$ cat config.mk
export PLATFORM = sky130hd
export DESIGN_NAME = ctsd_div_cell
export DESIGN_NICKNAME = d
export VERILOG_FILES = /design/src/hw/rtl/ctsd_pkg.sv /design/src/hw/rtl/ctsd_div_cell.sv
export SDC_FILE = /design/constraint.sdc
export NUM_CORES = 1
export LEC_CHECK = 0
export ABC_AREA = 1
export BUFFER_PORTS_ARGS = -buffer_cell sky130_fd_sc_hd__buf_2
export CAP_MARGIN = 15
export CORE_MARGIN = 2
export CORE_UTILIZATION = 48
export CTS_CLUSTER_SIZE = 30
export DETAILED_ROUTE_END_ITERATION = 12
export PLACE_DENSITY_LB_ADDON = 0.05
export SETUP_SLACK_MARGIN = 0.15
export SLEW_MARGIN = 20
export SYNTH_ARGS = -nofsm -noshare
export SYNTH_HDL_FRONTEND = slang
export SYNTH_SLANG_ARGS = --single-unit
$ cat constraint.sdc
create_clock -name clk -period 2.6 [get_ports clk]
set_clock_uncertainty 0.1 [all_clocks]
set_input_delay 0.52 -clock clk [delete_from_list [all_inputs] [get_ports clk]]
set_output_delay 0.52 -clock clk [all_outputs]
set_load 0.02 [all_outputs]
$ cat src/hw/rtl/ctsd_pkg.sv
`timescale 1ns / 1ps
// ============================================================================
// Cartesian to spherical direction: shared types and constants
// Beat formats, cell state formats and the CORDIC arctangent table.
// ============================================================================
package ctsd_pkg;

    localparam int COORD_W     = 24;
    localparam int ANGLE_W     = 16;
    localparam int DIR_W       = 16;
    localparam int DIR_ONE     = 16384;
    localparam int DIV_BITS    = 15;
    localparam int GUARD_SHIFT = 24;
    localparam int CORD_W      = COORD_W + GUARD_SHIFT + 3;
    localparam int ACC_W       = 34;
    localparam int NUM_W       = COORD_W + 16;
    localparam int SQ_W        = 2 * COORD_W;
    localparam int ANG_SHIFT   = 32 - ANGLE_W;

    localparam logic [COORD_W-1:0]      MIN_RANGE_RST   = COORD_W'(7);
    localparam logic                    REG_MIN_RANGE   = 1'b0;
    localparam logic signed [ACC_W-1:0] ANG_HALF        = ACC_W'(1) <<< (ANG_SHIFT - 1);
    localparam logic signed [ACC_W-1:0] ANG_QUARTER_ACC = ACC_W'(1) <<< (ANGLE_W - 2);
    localparam logic signed [ACC_W-1:0] ANG_PI_HALF     = ACC_W'(1) <<< 30;
    localparam logic signed [ANGLE_W-1:0] ANG_QUARTER   = ANGLE_W'(1) <<< (ANGLE_W - 2);

    typedef struct packed {
        logic signed [COORD_W-1:0] pos_x;
        logic signed [COORD_W-1:0] pos_y;
        logic signed [COORD_W-1:0] pos_z;
    } point_t;

    typedef struct packed {
        logic        [COORD_W-1:0] range;
        logic signed [ANGLE_W-1:0] azimuth;
        logic signed [ANGLE_W-1:0] elevation;
        logic signed [DIR_W-1:0]   dir_x;
        logic signed [DIR_W-1:0]   dir_y;
        logic signed [DIR_W-1:0]   dir_z;
        logic                      near_origin;
    } result_t;

    typedef struct packed {
        logic [SQ_W-1:0]    rad;
        logic [COORD_W+1:0] rem;
        logic [COORD_W-1:0] root;
    } sqrt_t;

    typedef struct packed {
        logic signed [CORD_W-1:0] x;
        logic signed [CORD_W-1:0] y;
        logic signed [ACC_W-1:0]  ang;
    } cordic_t;

    typedef struct packed {
        logic [NUM_W-1:0]    rem;
        logic [COORD_W:0]    den;
        logic [DIV_BITS-1:0] quo;
        logic                neg;
    } div_t;

    typedef struct packed {
        logic [COORD_W-1:0] range;
        logic               near;
        logic               vert;
        logic               zneg;
    } post_sb_t;

    function automatic logic signed [ACC_W-1:0] atan_entry(input logic [4:0] idx);
        logic signed [ACC_W-1:0] val;
        case (idx)
            5'd0:    val = ACC_W'(536870912);
            5'd1:    val = ACC_W'(316933406);
            5'd2:    val = ACC_W'(167458907);
            5'd3:    val = ACC_W'(85004756);
            5'd4:    val = ACC_W'(42667331);
            5'd5:    val = ACC_W'(21354465);
            5'd6:    val = ACC_W'(10679838);
            5'd7:    val = ACC_W'(5340245);
            5'd8:    val = ACC_W'(2670163);
            5'd9:    val = ACC_W'(1335087);
            5'd10:   val = ACC_W'(667544);
            5'd11:   val = ACC_W'(333772);
            5'd12:   val = ACC_W'(166886);
            5'd13:   val = ACC_W'(83443);
            5'd14:   val = ACC_W'(41722);
            5'd15:   val = ACC_W'(20861);
            5'd16:   val = ACC_W'(10430);
            5'd17:   val = ACC_W'(5215);
            5'd18:   val = ACC_W'(2608);
            5'd19:   val = ACC_W'(1304);
            5'd20:   val = ACC_W'(652);
            5'd21:   val = ACC_W'(326);
            5'd22:   val = ACC_W'(163);
            5'd23:   val = ACC_W'(81);
            default: val = '0;
        endcase
        return val;
    endfunction

    // Scales the vector up and folds the left half plane onto the right one.
    function automatic cordic_t cordic_init(input logic signed [COORD_W:0] x_in,
                                            input logic signed [COORD_W:0] y_in);
        cordic_t                  res;
        logic signed [CORD_W-1:0] xw;
        logic signed [CORD_W-1:0] yw;
        xw = CORD_W'(x_in);
        yw = CORD_W'(y_in);
        xw = xw <<< GUARD_SHIFT;
        yw = yw <<< GUARD_SHIFT;
        res.x   = xw;
        res.y   = yw;
        res.ang = '0;
        if (xw < 0) begin
            if (yw >= 0) begin
                res.ang = ANG_PI_HALF;
                res.x   = yw;
                res.y   = -xw;
            end else begin
                res.ang = -ANG_PI_HALF;
                res.x   = -yw;
                res.y   = xw;
            end
        end
        return res;
    endfunction

endpackage

$ cat src/hw/rtl/ctsd_div_cell.sv
`timescale 1ns / 1ps
// ============================================================================
// Restoring divider cell
// Settles one quotient bit of a direction component per beat; an inactive cell passes its input through.
// ============================================================================
module ctsd_div_cell #(
    parameter int BIT    = 0,
    parameter bit ACTIVE = 1'b1
) (
    input  logic           clk,
    input  logic           en,
    input  ctsd_pkg::div_t d_in,
    output ctsd_pkg::div_t d_out
);

    ctsd_pkg::div_t                out_reg;
    ctsd_pkg::div_t                out_next;
    logic [ctsd_pkg::NUM_W-1:0]    dsh;

    always_comb
    begin
        dsh      = ctsd_pkg::NUM_W'(d_in.den) << BIT;
        out_next = d_in;
        if (ACTIVE && (d_in.rem >= dsh))
        begin
            out_next.rem      = d_in.rem - dsh;
            out_next.quo[BIT] = 1'b1;
        end
    end

    always_ff @(posedge clk)
    begin
        if (en)
        begin
            out_reg <= out_next;
        end
    end

    assign d_out = out_reg;

endmodule

==> summary.md <==
| Metric | Value |
|---|---|
| Pwr dens | 548 mW/mm2 |
| Hold Crit Depth | 1 |
| Iter 0 DRT Violations | 464 |
| Max IR drop VDD | 446 uV |
| Non-filler instance count after layout | 1141 |
| Crit Path Max Fanout | 17 |
| Final min period | 2.36 ns |
| Via count | 5612 |
| Outcome | finished, final reports clean |
| Hold-fix buffer count after cts | 0 |
| Max cap viols | 0 |
| Worst path arrival time | 2.36 ns |
| Routed WL per cell | 15.3 um |
| Psw | 0.00131 W |
| Count of yosys warnings during synthesis | 0 |
| Die area | 0.0126 mm2 |
| Worst rel slew slack | 67.6% |
| Seq cells post-synth | 81 |
| Startpoint Class | input port |
| Final setup viols | 0 |
| Root Driver | clkbuf_16 |
| Mux cell area share after synthesis | 0% |
| Chip Width | 112 um |
| Vias in the first global route | 5574 |
| Initial Util | 49.1% |
| Final Cycle Share | 90.7% |
| # fillers | 984 |
| P&R area growth vs syn | 34.7% |
| Pin count of the biggest net entering global routing | 44 |
| CTS tree | yes |
| Residual DRC count | 0 |
| N_diodes | 0 |
| Total routed wirelength | 17500 um |
| DR WL met2 | 8320 um |
| Number of flip-flops in the largest register | 81 |
| CTS buffer count | 9 |
| XOR/XNOR Fraction of Synth Area | 2.50% |
| RePlAce Congestion | 0.894 |
| First-pass GRT wire length | 27300 um |
| Grt ovf | 0 |
| DR top layer | met4 |
| Syn Std Cell Area | 0.00560 mm2 |
| H-tree levels | 3 |
| Worst path required time | 2.60 ns |
| Port buffer count | 163 |
| Routed met1 length | 7670 um |
| Logic gate share of total power | 28.8% |
| Max clock buf depth | 2 |
| Slew Limit Fails | 0 |
| Metal3 WL | 1140 um |
| Core Area | 0.0114 mm2 |
| Syn_nets | 847 |
| Initial antenna violation count | 0 |
| Placed Cells | 1125 |
| Syn Area/Cell | 7.59 um2 |
| Synthesized-area fraction occupied by adder cells | 5.94% |
| Nets | 1102 |
| Clock slew at reported path FFs | 0.06 ns |
| FP Rows | 39 |
| Main synth FF type | edfxtp_1 |
| Crit Path Class | input port to flip-flop |
| Postcts setup bufs | 0 |
| Hold WS | 0.245 ns |
| Drt via density | 4.92 |
| Commonest non-fill, non-tap cell in the layout | nand2_1 |
| Largest family of logic cells by synthesized area | simple AND/OR/NAND/NOR gates |
| Asr flop ratio synth | 0% |
| Fmax | 424 MHz |
| Leak Pwr | 3.93 nW |
| Synth Area in Simple Gates | 31.0% |
| Switching Fraction | 31.7% |
| Compound-Gate Fraction of Synth Area | 6.39% |
| Antenna viol nets, final | 0 |
| Clock power share | 31.6% |
| Cells after synthesis | 738 |
| Int Pwr | 0.00282 W |
| HP Class | input port to flip-flop |
| Post-cts sizing count | 0 |
| Sequential area share after synthesis | 43.4% |
| Ports | 164 |
| Global router's overall resource usage | 28.2% |
| Detail Placement HPWL | 14500 um |
| Reg power frac | 39.6% |
| CTS Sinks | 81 |
| Final Hold Vio Count | 0 |
| Most frequent cells in the layout | nand2_1 (268), buf_2 (162), inv_1 (131) |
| Netlist cell types | 30 |
| Measured slew at the worst slew-check pin | 0.485 ns |
| RSZ-0062 raised after global routing | true |
| Die Span Y | 112 um |
| Share of cells above drive strength 1 | 31.7% |
| TritonRoute pass-1 iters | 5 |
| Crit path capture type | flip-flop |
| Post-synth EDFFs | 81 |
through the flow:
stage               TNS (ns)  utilization [%]  cell area, um2  setup slack, ns  total power [W]
floorplan                  0                -            5620            0.153          0.00230
global placement       -1.41             63.4            7240           -0.101          0.00281
detailed placement     -1.88             63.4            7240           -0.119          0.00284
CTS                        0             66.0            7540            0.242          0.00416
global route               0             66.1            7550            0.133          0.00431
finish                     0             66.1            7550            0.241          0.00413
layer usage:
layer  up-vias  track usage [%]
li1       2834                -
met1      2539             37.3
met2       207             47.6
met3        32             4.32
met4         0             10.1
met5         -                0
final cells by class:
class                   count  area [um2]  share of cell area, %
inverters                 140         531                   7.03
well taps                 143         179                   2.37
flip-flops and latches     81        2430                   32.2
repair buffers            250        1510                   20.0
clock buffers               9         225                   2.98
multi-input cells         511        2590                   34.4
clock inverters             7        77.6                   1.03
power groups by stage:
stage | combinational, W | sequential [W] | clock, W
floorplan | 0.000456 | 0.00185 | 0
global placement | 0.00115 | 0.00166 | 0
detailed placement | 0.00118 | 0.00167 | 0
CTS | 0.00119 | 0.00164 | 0.00133
global route | 0.00129 | 0.00165 | 0.00137
finish | 0.00119 | 0.00164 | 0.00131
cell families after synthesis:
logic type / count (synthesis)
and+or+nand+nor: 410
buffers and inverters: 146
DFF: 81
AOI/OAI and AO/OA: 59
adders and majority gates: 26
xor gates and xnor gates: 16
Yosys cell counts, drive strengths merged, types with 4 or more instances:
master	number	area, um2
nor2	73	282
inv	139	524
nand4	10	62.6
xnor2	15	131
ha	25	313
nand3b	4	30.0
o21ai	32	198
edfxtp	81	2430
nand3	32	173
buf	6	75.1
nand2	283	1140
a21oi	26	153
worst paths after layout:
check             startpoint  endpoint
setup / recovery    d_in[40]  d_out[1]
hold / removal       d_in[3]  d_out[3]
critical path, stage by stage:
cell,delay [ns]
buf_2,0.08
inv_1,0.04
ha_1,0.22
or2_1,0.25
nor2_2,0.11
nand2_1,0.08
nor2_1,0.19
nand2_1,0.11
a21oi_2,0.16
nand2_4,0.08
buf_4,0.21
or2_2,0.29
(Power assumes the default switching activity.)
