`src/hw/rtl/ctsd_pkg.sv`:
```
`timescale 1ns / 1ps
// ============================================================================
// Cartesian to spherical direction: shared types and constants
// Beat formats, cell state formats and the CORDIC arctangent table.
// ============================================================================
package ctsd_pkg;

    localparam int COORD_W     = 24;
    localparam int ANGLE_W     = 16;
    localparam int DIR_W       = 16;
    localparam int DIR_ONE     = 16384;
    localparam int DIV_BITS    = 15;
    localparam int GUARD_SHIFT = 24;
    localparam int CORD_W      = COORD_W + GUARD_SHIFT + 3;
    localparam int ACC_W       = 34;
    localparam int NUM_W       = COORD_W + 16;
    localparam int SQ_W        = 2 * COORD_W;
    localparam int ANG_SHIFT   = 32 - ANGLE_W;

    localparam logic [COORD_W-1:0]      MIN_RANGE_RST   = COORD_W'(7);
    localparam logic                    REG_MIN_RANGE   = 1'b0;
    localparam logic signed [ACC_W-1:0] ANG_HALF        = ACC_W'(1) <<< (ANG_SHIFT - 1);
    localparam logic signed [ACC_W-1:0] ANG_QUARTER_ACC = ACC_W'(1) <<< (ANGLE_W - 2);
    localparam logic signed [ACC_W-1:0] ANG_PI_HALF     = ACC_W'(1) <<< 30;
    localparam logic signed [ANGLE_W-1:0] ANG_QUARTER   = ANGLE_W'(1) <<< (ANGLE_W - 2);

    typedef struct packed {
        logic signed [COORD_W-1:0] pos_x;
        logic signed [COORD_W-1:0] pos_y;
        logic signed [COORD_W-1:0] pos_z;
    } point_t;

    typedef struct packed {
        logic        [COORD_W-1:0] range;
        logic signed [ANGLE_W-1:0] azimuth;
        logic signed [ANGLE_W-1:0] elevation;
        logic signed [DIR_W-1:0]   dir_x;
        logic signed [DIR_W-1:0]   dir_y;
        logic signed [DIR_W-1:0]   dir_z;
        logic                      near_origin;
    } result_t;

    typedef struct packed {
        logic [SQ_W-1:0]    rad;
        logic [COORD_W+1:0] rem;
        logic [COORD_W-1:0] root;
    } sqrt_t;

    typedef struct packed {
        logic signed [CORD_W-1:0] x;
        logic signed [CORD_W-1:0] y;
        logic signed [ACC_W-1:0]  ang;
    } cordic_t;

    typedef struct packed {
        logic [NUM_W-1:0]    rem;
        logic [COORD_W:0]    den;
        logic [DIV_BITS-1:0] quo;
        logic                neg;
    } div_t;

    typedef struct packed {
        logic [COORD_W-1:0] range;
        logic               near;
        logic               vert;
        logic               zneg;
    } post_sb_t;

    function automatic logic signed [ACC_W-1:0] atan_entry(input logic [4:0] idx);
        logic signed [ACC_W-1:0] val;
        case (idx)
            5'd0:    val = ACC_W'(536870912);
            5'd1:    val = ACC_W'(316933406);
            5'd2:    val = ACC_W'(167458907);
            5'd3:    val = ACC_W'(85004756);
            5'd4:    val = ACC_W'(42667331);
            5'd5:    val = ACC_W'(21354465);
            5'd6:    val = ACC_W'(10679838);
            5'd7:    val = ACC_W'(5340245);
            5'd8:    val = ACC_W'(2670163);
            5'd9:    val = ACC_W'(1335087);
            5'd10:   val = ACC_W'(667544);
            5'd11:   val = ACC_W'(333772);
            5'd12:   val = ACC_W'(166886);
            5'd13:   val = ACC_W'(83443);
            5'd14:   val = ACC_W'(41722);
            5'd15:   val = ACC_W'(20861);
            5'd16:   val = ACC_W'(10430);
            5'd17:   val = ACC_W'(5215);
            5'd18:   val = ACC_W'(2608);
            5'd19:   val = ACC_W'(1304);
            5'd20:   val = ACC_W'(652);
            5'd21:   val = ACC_W'(326);
            5'd22:   val = ACC_W'(163);
            5'd23:   val = ACC_W'(81);
            default: val = '0;
        endcase
        return val;
    endfunction

    // Scales the vector up and folds the left half plane onto the right one.
    function automatic cordic_t cordic_init(input logic signed [COORD_W:0] x_in,
                                            input logic signed [COORD_W:0] y_in);
        cordic_t                  res;
        logic signed [CORD_W-1:0] xw;
        logic signed [CORD_W-1:0] yw;
        xw = CORD_W'(x_in);
        yw = CORD_W'(y_in);
        xw = xw <<< GUARD_SHIFT;
        yw = yw <<< GUARD_SHIFT;
        res.x   = xw;
        res.y   = yw;
        res.ang = '0;
        if (xw < 0) begin
            if (yw >= 0) begin
                res.ang = ANG_PI_HALF;
                res.x   = yw;
                res.y   = -xw;
            end else begin
                res.ang = -ANG_PI_HALF;
                res.x   = -yw;
                res.y   = xw;
            end
        end
        return res;
    endfunction

endpackage

```
`src/hw/rtl/ctsd_sqrt_cell.sv`:
```
`timescale 1ns / 1ps
// ============================================================================
// Square root cell
// Resolves one root bit per beat from the next two radicand bits.
// ============================================================================
module ctsd_sqrt_cell (
    input  logic            clk,
    input  logic            en,
    input  ctsd_pkg::sqrt_t d_in,
    output ctsd_pkg::sqrt_t d_out
);

    localparam int W = ctsd_pkg::COORD_W;

    ctsd_pkg::sqrt_t out_reg;
    ctsd_pkg::sqrt_t out_next;
    logic [W+3:0]    shf;
    logic [W+3:0]    trial;

    always_comb
    begin
        shf   = {d_in.rem, d_in.rad[ctsd_pkg::SQ_W-1 -: 2]};
        trial = (W + 4)'({d_in.root, 2'b01});
        out_next.rad = {d_in.rad[ctsd_pkg::SQ_W-3:0], 2'b00};
        if (shf >= trial)
        begin
            out_next.rem  = (W + 2)'(shf - trial);
            out_next.root = {d_in.root[W-2:0], 1'b1};
        end
        else
        begin
            out_next.rem  = shf[W+1:0];
            out_next.root = {d_in.root[W-2:0], 1'b0};
        end
    end

    always_ff @(posedge clk)
    begin
        if (en)
        begin
            out_reg <= out_next;
        end
    end

    assign d_out = out_reg;

endmodule

```
`config.mk`:
```
export PLATFORM = sky130hd
export DESIGN_NAME = ctsd_sqrt_cell
export DESIGN_NICKNAME = d
export VERILOG_FILES = /design/src/hw/rtl/ctsd_pkg.sv /design/src/hw/rtl/ctsd_sqrt_cell.sv
export SDC_FILE = /design/constraint.sdc
export NUM_CORES = 1
export LEC_CHECK = 0
export ABC_AREA = 1
export BUFFER_PORTS_ARGS = -buffer_cell sky130_fd_sc_hd__buf_4
export CAP_MARGIN = 20
export CORE_UTILIZATION = 25
export DETAILED_ROUTE_END_ITERATION = 10
export SLEW_MARGIN = 20
export SYNTH_ARGS = -nofsm -noshare
export SYNTH_HDL_FRONTEND = slang
export SYNTH_SLANG_ARGS = --single-unit
export TNS_END_PERCENT = 30
```
`constraint.sdc`:
```
create_clock -name clk -period 5.17 [get_ports clk]
set_input_delay 0.517 -clock clk [delete_from_list [all_inputs] [get_ports clk]]
set_output_delay 0.517 -clock clk [all_outputs]
set_load 0.1 [all_outputs]
```
==> impl_metrics.toml <==
[outcome]
status = "completed"

[layout]
largest_reg_flops = 96
final_layout_size_suffix_gt1_share_pct = 27.34
diodes = 0
nets = 922
final-instance-count-excl-fill = 1071
nFillCells = 2154
area_growth_pct = 38.56

[worst_setup_path]
crit_slowest_cell = "nand3_2"
critPathBufInv = 3
crit_arrival_ns = 2.96
worst_ep_required_time_ns = 5.25
critPathMaxFanout = 39
worst_path_largest_cell_delay_ns = 0.68
cp-start-kind = "input pin"
cpLargestDelayFamily = "simple AND/OR/NAND/NOR gates"
cp_cell_sequence = "buf_4 -> inv_1 -> ha_1 -> nand2_2 -> inv_1 -> nand2_1 -> nand2_1 -> nand2_1 -> nand2_1 -> a21oi_4 -> nand3_2 -> nand2_1 -> o21ai_0"
cpMostUsedCell = "nand2_1"
end_kind = "flop"
crit_start = "d_in[12]"
critical_path_class = "input pin to flop"

[timing]
slew_headroom_pct = 51.54
finalCriticalPeriod_ns = 2.885
report.final.hold_viol_count = 0
fin_crit_sh_pct = 55.79
worst_slack_ns = 2.285
tns_ns = 0
worstMarginPinSlew_ns = 0.7261
grt_setup_unrepaired = "false"
slew_violations = 0
setup_viol = 0
holdWs_ns = 0.3331
fmax_ghz = 0.3467

[global_routing]
overflow = 0
grt_pass1_vias = 4273
track_usage_pct = 13.67
grt_max_degree = 51
grt_pass1_wl_um = 22420
antenna_found_initial = 0

[clock_tree]
root_buffer = "clkbuf_16"
cts_made_buffers = 9
htreeDepth = 3
cts_setup_buffers = 0
path_clk_slew_ns = 0.07
cts_tree = "yes"
post_cts_resized = 0
clockBufferDepth = 2
clkSinkCount = 96
cts-hold-fix-buffers = 0

[routing]
highest_layer = "met4"
ant_nets = 0
drc = 0
routed_wl_um = 14800
via_per_inst = 4.176
drt_pass1_iterations = 4
met3_length_um = 1241
wl_met1_um = 6437
dr_wl_met2_um = 6984
drt_iter0_drc = 221
wl_per_cell_um = 13.82
vias = 4473

[synth]
syn_area_um2 = 5293
yosys_most_used_dff = "edfxtp_1"
synth-edff-count = 96
ys_async_sr_fraction_pct = 0
yosys.cell_types.count = 28
yosysSeqAreaShare_pct = 54.47
ys_seq_elements = 96
synth.avg_cell_area_um2 = 8.850
yosysWarnings = 0
syn-instance-count = 598

[job]
cap_viol_max_count = 0

[power_and_ir_drop]
p_leak_nw = 3.690
ir_drop_uv = 123.6
switching_share_pct = 42.65
p_switching_mw = 1.126
p_int_mw = 1.514
seqPwrFrac_pct = 36.8
power.density_nw_per_um2 = 360.0
p_clk_share_pct = 24.9
pwr-share-comb_pct = 38.3

[die]
dieArea_um2 = 21760
core_um2 = 20490
io_pins = 198
start_util_pct = 25.82
chipWidth_um = 147.5
rows = 52
die_y_um = 147.5

[place]
place_hpwl_um = 11770
gp_congestion = 0.9000
place_ws_ns = 1.873
io_buffers = 195
place_inst = 1055

[min_path]
hold_path_class = "input pin to flop"
worstHoldStart = "d_in[59]"
[metal layers]
layer | up-vias | track usage, %
met5 | - | 0
met4 | 0 | 3.866
li1 | 2301 | -
met2 | 153 | 22.97
met3 | 8 | 4.784
met1 | 2011 | 16.46
[cell usage in the layout (no fill, tap or decap), drive strengths merged]
cell,Yosys,layout
clkinv,0,5
xor2,12,12
nor3,1,1
nand4,20,20
clkbuf,4,9
inv,126,128
a21o,1,1
nand3,30,30
o21bai,3,3
nor3b,1,1
conb,1,2
nor2,30,30
nand2,206,206
a21oi,15,15
buf,6,196
nand3b,4,4
xnor2,1,1
and2,1,1
nor4,1,1
ha,26,26
edfxtp,96,96
o21ai,13,13
[cell type report]
type,instances,area (µm²),share of cell area (%)
tap,270,337.8,4.607
multi-input combinational,367,1877,25.59
timing repair buffer,196,1471,20.06
clock inverter,7,66.31,0.9043
clock buffer,9,225.2,3.071
sequential,96,2883,39.31
inverter,126,473.0,6.449
[kinds of logic after synthesis]
kind of cell	Yosys count	share of synthesized area (%)
buffers and inverters	136	10.14
adders and majority gates	26	6.147
xor gates and xnor gates	13	2.151
other	1	0.07085
DFF	96	54.47
and+or+nand+nor	294	23.59
AOI/OAI and AO/OA	32	3.428
[final timing paths]
path / endpoint / slack [ns] / cells after the start
hold / removal: d_out[61]$_DFFE_PP_ / 0.33 / 1
setup / recovery: d_out[34]$_DFFE_PP_ / 2.29 / 13
[power by group through the flow]
stage	clock, mW	sequential, mW	combinational (mW)
after floorplan	0	1.54	0.211
after global placement	0	0.989	1.01
after detailed placement	0	0.990	1.02
after CTS	0.688	0.972	1.02
after global routing	0.719	0.978	1.07
final	0.658	0.971	1.01
[Yosys cell counts, types with 2 or more instances]
library cell	n	area (µm²)
a21oi_1	14	70.07
buf_2	2	10.01
buf_4	2	15.01
buf_6	2	22.52
clkbuf_1	3	11.26
edfxtp_1	96	2883
ha_1	26	325.3
inv_1	126	473.0
nand2_1	204	765.7
nand2_2	2	12.51
nand3_1	27	135.1
nand3_2	3	30.03
nand3b_1	4	30.03
nand4_1	20	125.1
nor2_1	29	108.9
o21ai_0	13	65.06
o21bai_1	3	22.52
xor2_1	12	105.1
[per-stage QoR]
step | util (%) | power, mW | cell area [µm²]
2_1_floorplan | - | 1.752 | 5296
3_3_place_gp | 34.36 | 1.999 | 7042
3_5_place_dp | 34.36 | 2.006 | 7042
4_1_cts | 35.78 | 2.679 | 7333
5_1_grt | 35.78 | 2.765 | 7333
6_report | 35.78 | 2.640 | 7333
(Power assumes the default switching activity.)
