File: src/hw/rtl/ctsd_pkg.sv
`timescale 1ns / 1ps
// ============================================================================
// Cartesian to spherical direction: shared types and constants
// Beat formats, cell state formats and the CORDIC arctangent table.
// ============================================================================
package ctsd_pkg;

    localparam int COORD_W     = 24;
    localparam int ANGLE_W     = 16;
    localparam int DIR_W       = 16;
    localparam int DIR_ONE     = 16384;
    localparam int DIV_BITS    = 15;
    localparam int GUARD_SHIFT = 24;
    localparam int CORD_W      = COORD_W + GUARD_SHIFT + 3;
    localparam int ACC_W       = 34;
    localparam int NUM_W       = COORD_W + 16;
    localparam int SQ_W        = 2 * COORD_W;
    localparam int ANG_SHIFT   = 32 - ANGLE_W;

    localparam logic [COORD_W-1:0]      MIN_RANGE_RST   = COORD_W'(7);
    localparam logic                    REG_MIN_RANGE   = 1'b0;
    localparam logic signed [ACC_W-1:0] ANG_HALF        = ACC_W'(1) <<< (ANG_SHIFT - 1);
    localparam logic signed [ACC_W-1:0] ANG_QUARTER_ACC = ACC_W'(1) <<< (ANGLE_W - 2);
    localparam logic signed [ACC_W-1:0] ANG_PI_HALF     = ACC_W'(1) <<< 30;
    localparam logic signed [ANGLE_W-1:0] ANG_QUARTER   = ANGLE_W'(1) <<< (ANGLE_W - 2);

    typedef struct packed {
        logic signed [COORD_W-1:0] pos_x;
        logic signed [COORD_W-1:0] pos_y;
        logic signed [COORD_W-1:0] pos_z;
    } point_t;

    typedef struct packed {
        logic        [COORD_W-1:0] range;
        logic signed [ANGLE_W-1:0] azimuth;
        logic signed [ANGLE_W-1:0] elevation;
        logic signed [DIR_W-1:0]   dir_x;
        logic signed [DIR_W-1:0]   dir_y;
        logic signed [DIR_W-1:0]   dir_z;
        logic                      near_origin;
    } result_t;

    typedef struct packed {
        logic [SQ_W-1:0]    rad;
        logic [COORD_W+1:0] rem;
        logic [COORD_W-1:0] root;
    } sqrt_t;

    typedef struct packed {
        logic signed [CORD_W-1:0] x;
        logic signed [CORD_W-1:0] y;
        logic signed [ACC_W-1:0]  ang;
    } cordic_t;

    typedef struct packed {
        logic [NUM_W-1:0]    rem;
        logic [COORD_W:0]    den;
        logic [DIV_BITS-1:0] quo;
        logic                neg;
    } div_t;

    typedef struct packed {
        logic [COORD_W-1:0] range;
        logic               near;
        logic               vert;
        logic               zneg;
    } post_sb_t;

    function automatic logic signed [ACC_W-1:0] atan_entry(input logic [4:0] idx);
        logic signed [ACC_W-1:0] val;
        case (idx)
            5'd0:    val = ACC_W'(536870912);
            5'd1:    val = ACC_W'(316933406);
            5'd2:    val = ACC_W'(167458907);
            5'd3:    val = ACC_W'(85004756);
            5'd4:    val = ACC_W'(42667331);
            5'd5:    val = ACC_W'(21354465);
            5'd6:    val = ACC_W'(10679838);
            5'd7:    val = ACC_W'(5340245);
            5'd8:    val = ACC_W'(2670163);
            5'd9:    val = ACC_W'(1335087);
            5'd10:   val = ACC_W'(667544);
            5'd11:   val = ACC_W'(333772);
            5'd12:   val = ACC_W'(166886);
            5'd13:   val = ACC_W'(83443);
            5'd14:   val = ACC_W'(41722);
            5'd15:   val = ACC_W'(20861);
            5'd16:   val = ACC_W'(10430);
            5'd17:   val = ACC_W'(5215);
            5'd18:   val = ACC_W'(2608);
            5'd19:   val = ACC_W'(1304);
            5'd20:   val = ACC_W'(652);
            5'd21:   val = ACC_W'(326);
            5'd22:   val = ACC_W'(163);
            5'd23:   val = ACC_W'(81);
            default: val = '0;
        endcase
        return val;
    endfunction

    // Scales the vector up and folds the left half plane onto the right one.
    function automatic cordic_t cordic_init(input logic signed [COORD_W:0] x_in,
                                            input logic signed [COORD_W:0] y_in);
        cordic_t                  res;
        logic signed [CORD_W-1:0] xw;
        logic signed [CORD_W-1:0] yw;
        xw = CORD_W'(x_in);
        yw = CORD_W'(y_in);
        xw = xw <<< GUARD_SHIFT;
        yw = yw <<< GUARD_SHIFT;
        res.x   = xw;
        res.y   = yw;
        res.ang = '0;
        if (xw < 0) begin
            if (yw >= 0) begin
                res.ang = ANG_PI_HALF;
                res.x   = yw;
                res.y   = -xw;
            end else begin
                res.ang = -ANG_PI_HALF;
                res.x   = -yw;
                res.y   = xw;
            end
        end
        return res;
    endfunction

endpackage

File: src/hw/rtl/ctsd_cordic_cell.sv
`timescale 1ns / 1ps
// ============================================================================
// CORDIC vectoring cell
// One micro-rotation toward the positive x axis, accumulating the angle; an inactive cell passes its input through.
// ============================================================================
module ctsd_cordic_cell #(
    parameter int SHIFT  = 0,
    parameter bit ACTIVE = 1'b1
) (
    input  logic              clk,
    input  logic              en,
    input  ctsd_pkg::cordic_t d_in,
    output ctsd_pkg::cordic_t d_out
);

    ctsd_pkg::cordic_t                  out_reg;
    ctsd_pkg::cordic_t                  out_next;
    logic signed [ctsd_pkg::CORD_W-1:0] xi;
    logic signed [ctsd_pkg::CORD_W-1:0] yi;
    logic signed [ctsd_pkg::CORD_W-1:0] xs;
    logic signed [ctsd_pkg::CORD_W-1:0] ys;
    logic signed [ctsd_pkg::ACC_W-1:0]  ai;
    logic signed [ctsd_pkg::ACC_W-1:0]  step;

    always_comb
    begin
        xi   = d_in.x;
        yi   = d_in.y;
        ai   = d_in.ang;
        xs   = xi >>> SHIFT;
        ys   = yi >>> SHIFT;
        step = ctsd_pkg::atan_entry(5'(SHIFT));
        out_next = d_in;
        if (ACTIVE)
        begin
            if (yi >= 0)
            begin
                out_next.x   = xi + ys;
                out_next.y   = yi - xs;
                out_next.ang = ai + step;
            end
            else
            begin
                out_next.x   = xi - ys;
                out_next.y   = yi + xs;
                out_next.ang = ai - step;
            end
        end
    end

    always_ff @(posedge clk)
    begin
        if (en)
        begin
            out_reg <= out_next;
        end
    end

    assign d_out = out_reg;

endmodule

File: config.mk
export PLATFORM = sky130hd
export DESIGN_NAME = ctsd_cordic_cell
export DESIGN_NICKNAME = d
export VERILOG_FILES = /design/src/hw/rtl/ctsd_pkg.sv /design/src/hw/rtl/ctsd_cordic_cell.sv
export SDC_FILE = /design/constraint.sdc
export NUM_CORES = 1
export LEC_CHECK = 0
export BUFFER_PORTS_ARGS = -buffer_cell sky130_fd_sc_hd__buf_2
export CAP_MARGIN = 0
export CORE_ASPECT_RATIO = 0.6
export CORE_MARGIN = 2
export CORE_UTILIZATION = 25
export CTS_CLUSTER_SIZE = 10
export DETAILED_ROUTE_END_ITERATION = 6
export PLACE_DENSITY_LB_ADDON = 0.1
export RECOVER_POWER = 100
export SLEW_MARGIN = 20
export SYNTH_ARGS = -nofsm -noshare
export SYNTH_HDL_FRONTEND = slang
export SYNTH_SLANG_ARGS = --single-unit
File: constraint.sdc
create_clock -name clk -period 3.4 [get_ports clk]
set_clock_uncertainty 0.15 [all_clocks]
set_input_delay 0.17 -clock clk [delete_from_list [all_inputs] [get_ports clk]]
set_output_delay 0.17 -clock clk [all_outputs]
set_load 0.02 [all_outputs]
==> run metrics <==
P&R area growth vs syn 39.0%; Mapped Area approximately 0.014 mm2; max incr delay on CP roughly 0.62 ns; Slew @ Worst Pin 2.01 ns; Antenna Violating Nets Remaining 0; fin area around 0.020 mm2; min setup slack post-route 0.0369 ns; adder-cell share of the synthesized area 14.1%; Setup CP Type in2reg; Hold Vio Cnt, Final 0; setup TNS 0 ns; CP max-delay cell or4_1; Finished Layout Cells between 3000 and 4000; port bufs approximately 270; FP Rows between 60 and 70; Worst Setup EP d_out[126]; most frequent cells after synthesis a21oi_1 (219), ha_1 (153), inv_1 (152), edfxtp_1 (135), o21ai_0 (131); violation count after the first detailed-route iteration around 1800; Primary FF master, synth edfxtp_1; number of synthesized flops with an enable pin 135; first-pass GRT wire length about 100 mm; Synth Area per Inst a little over 8 um2; Hold Path Class in2reg; CP startpoint d_in[48]; FFs w/ async S/R, synth 0%; GR Util All Layers approximately 23%; placed insts 3031; core area 0.0558 mm2; initial antenna violation count 0; worst path required time about 3.5 ns; drt drc 0; H-tree levels 4; max reg flops 135; number of synthesized register bits around 140; Placement Setup Slack -0.761 ns; GR Overflow Total 0; DIE AREA between 0.05 and 0.06 mm2; HPWL Detailed 57.8 mm; Syn. warnings 0; Yosys top cell area share roughly 29%; Peak VDD IR around 0.34 mV; synth top area cells edfxtp_1 (29%), ha_1 (14%), a21oi_1 (7.8%); Nets 2621; failing checks capacitance limit, slew limit; CTS tree built; CTS root buf clkbuf_16; final wirelength 69.4 mm; vias approximately 16000; Post-Synth Simple-Gate Area between 10% and 20%; number of clock sinks 135; Routability Congestion 0.923; largest family of logic cells by synthesized area compound AO/OA/AOI/OAI gates; max_cap viols 2; Die Ht between 150 and 200 um; syn_nets 1999; Cell Chain, Critical Path buf_2 > inv_1 > ha_1 > or4_1 > nor4_4 > a21boi_0 > a221oi_1 > clkbuf_1 > nand3_1 > buf_4 > a211oi_1 > nor2_1 > clkbuf_4 > a2bb2oi_1 > xnor2_1; Critical Path Fanout Max 4; xor/xnor share of the synthesized area under 10%; largest net degree at the start of global routing 63; clock-pin slew on the worst setup and hold paths around 0.070 ns; Worst EP arrival 3.46 ns; status complete, but fails checks; dominant cell by count in the synthesized netlist a21oi_1; min-delay src d_in[85]; mux share of post-synthesis cell area 1.57%; sequential fraction of the synthesis area between 20 and 30%; TritonCTS Buffers 17; Tot Pwr around 7.8 mW; critical path launch point type input pin; Pleak 8.48 nW; io pins roughly 270; Pwr per Cell Area 395 mW/mm2; initial core utilization 25.3%; wire length per cell roughly 22 um; Crit. End Element flop; Slew HR -34.3%; post-layout minimum cycle time between 3 and 4 ns; Die W about 310 um; final period utilization 98.9%; Ant. Diodes 0; post-synthesis compound-gate area fraction around 28%; Max Root-Sink Buffers 2; TritonRoute pass-1 iters 5; Placed Area 0.0190 mm2; Gate Count Post-Synth about 1700; vias in the first global route 15260; final setup fails 0; Final Max Slew Viols 99; cell taking the most area after synthesis edfxtp_1; RSZ-0062 raised after global routing false; fmax slightly below 300 MHz; share of cells above drive strength 1 a little under a quarter; Yosys cell types 79; DR vias/cell ~5.1
[layout by cell type, fill, tap and decap left out, types with 13 or more instances in the layout]
cell and n:
nor4_1 22, clkbuf_16 17, nor2_1 126, nand2b_1 15
xor2_1 13, inv_1 152, o31ai_1 15, buf_4 336
o211ai_1 13, o21bai_1 48, a31oi_1 15, a21o_1 33
mux2i_1 21, nor3_1 31, nand2_1 98, edfxtp_1 135
clkbuf_1 164, a21oi_1 218, buf_2 132, o21ai_0 130
dlygate4sd3_1 34, nand3_1 28, xnor2_1 85, ha_1 153
nand4_1 38, a211oi_1 18, nor2b_1 20
[critical path: cells and delay by family]
family	cells	cell delay, ns
simple gates	4	1.43
buf+inv	5	0.68
compound gates	4	0.50
xor+xnor	1	0.34
fa+ha+maj	1	0.33
[cells by family after synthesis]
kind of cell,Yosys count
compound gates,615
fa+ha+maj,157
simple gates,432
mux,22
buf+inv,245
xor+xnor,98
flops,135
[layout make-up]
cell class              instances  area, um2
clock buffers                  18        429
clock inverters                14        164
fillers                      5976      36200
inverters                     162        608
multi-input cells            1324       9160
flip-flops and latches        135       4050
well taps                     759        950
repair buffers                686       4290
[worst min-delay path by stage]
| stage | to | cells after the start |
|---|---|---|
| 5_1_grt | d_out[85] | 4 |
| 6_report | d_out[85] | 4 |
| 3_3_place_gp | d_out[7] | 1 |
| 2_1_floorplan | d_out[0] | 0 |
| 4_1_cts | d_out[31] | 3 |
| 3_5_place_dp | d_out[25] | 1 |
[through the flow]
stage          utilization, %  hold WS (ns)
2_1_floorplan               -         0.119
3_3_place_gp             33.9         0.197
3_5_place_dp             33.9         0.198
4_1_cts                  35.7        0.0133
5_1_grt                  35.2        0.0419
6_report                 35.2        0.0391
[per-layer routing]
layer,wire [um],global-route usage (%),vias to the layer above
li1,-,-,7477
met1,36100,37.5,7694
met2,26000,29.8,729
met3,6500,5.92,45
met4,797,4.29,0
met5,0,0,-
[power by group]
group	switching [mW]	internal (mW)
combinational	2.18	1.32
clock	0.903	1.10
sequential	0.0942	2.17
total	3.18	4.59
[repair_timing]
item                       4_1_cts  5_1_grt
resized for setup                5       10
setup buffers                    0        1
hold endpoints to repair        57        0
setup endpoints to repair        5       17
pin swaps                        0        1
hold buffers                    34        0
Note: power is estimated with default switching activity, not from simulation.
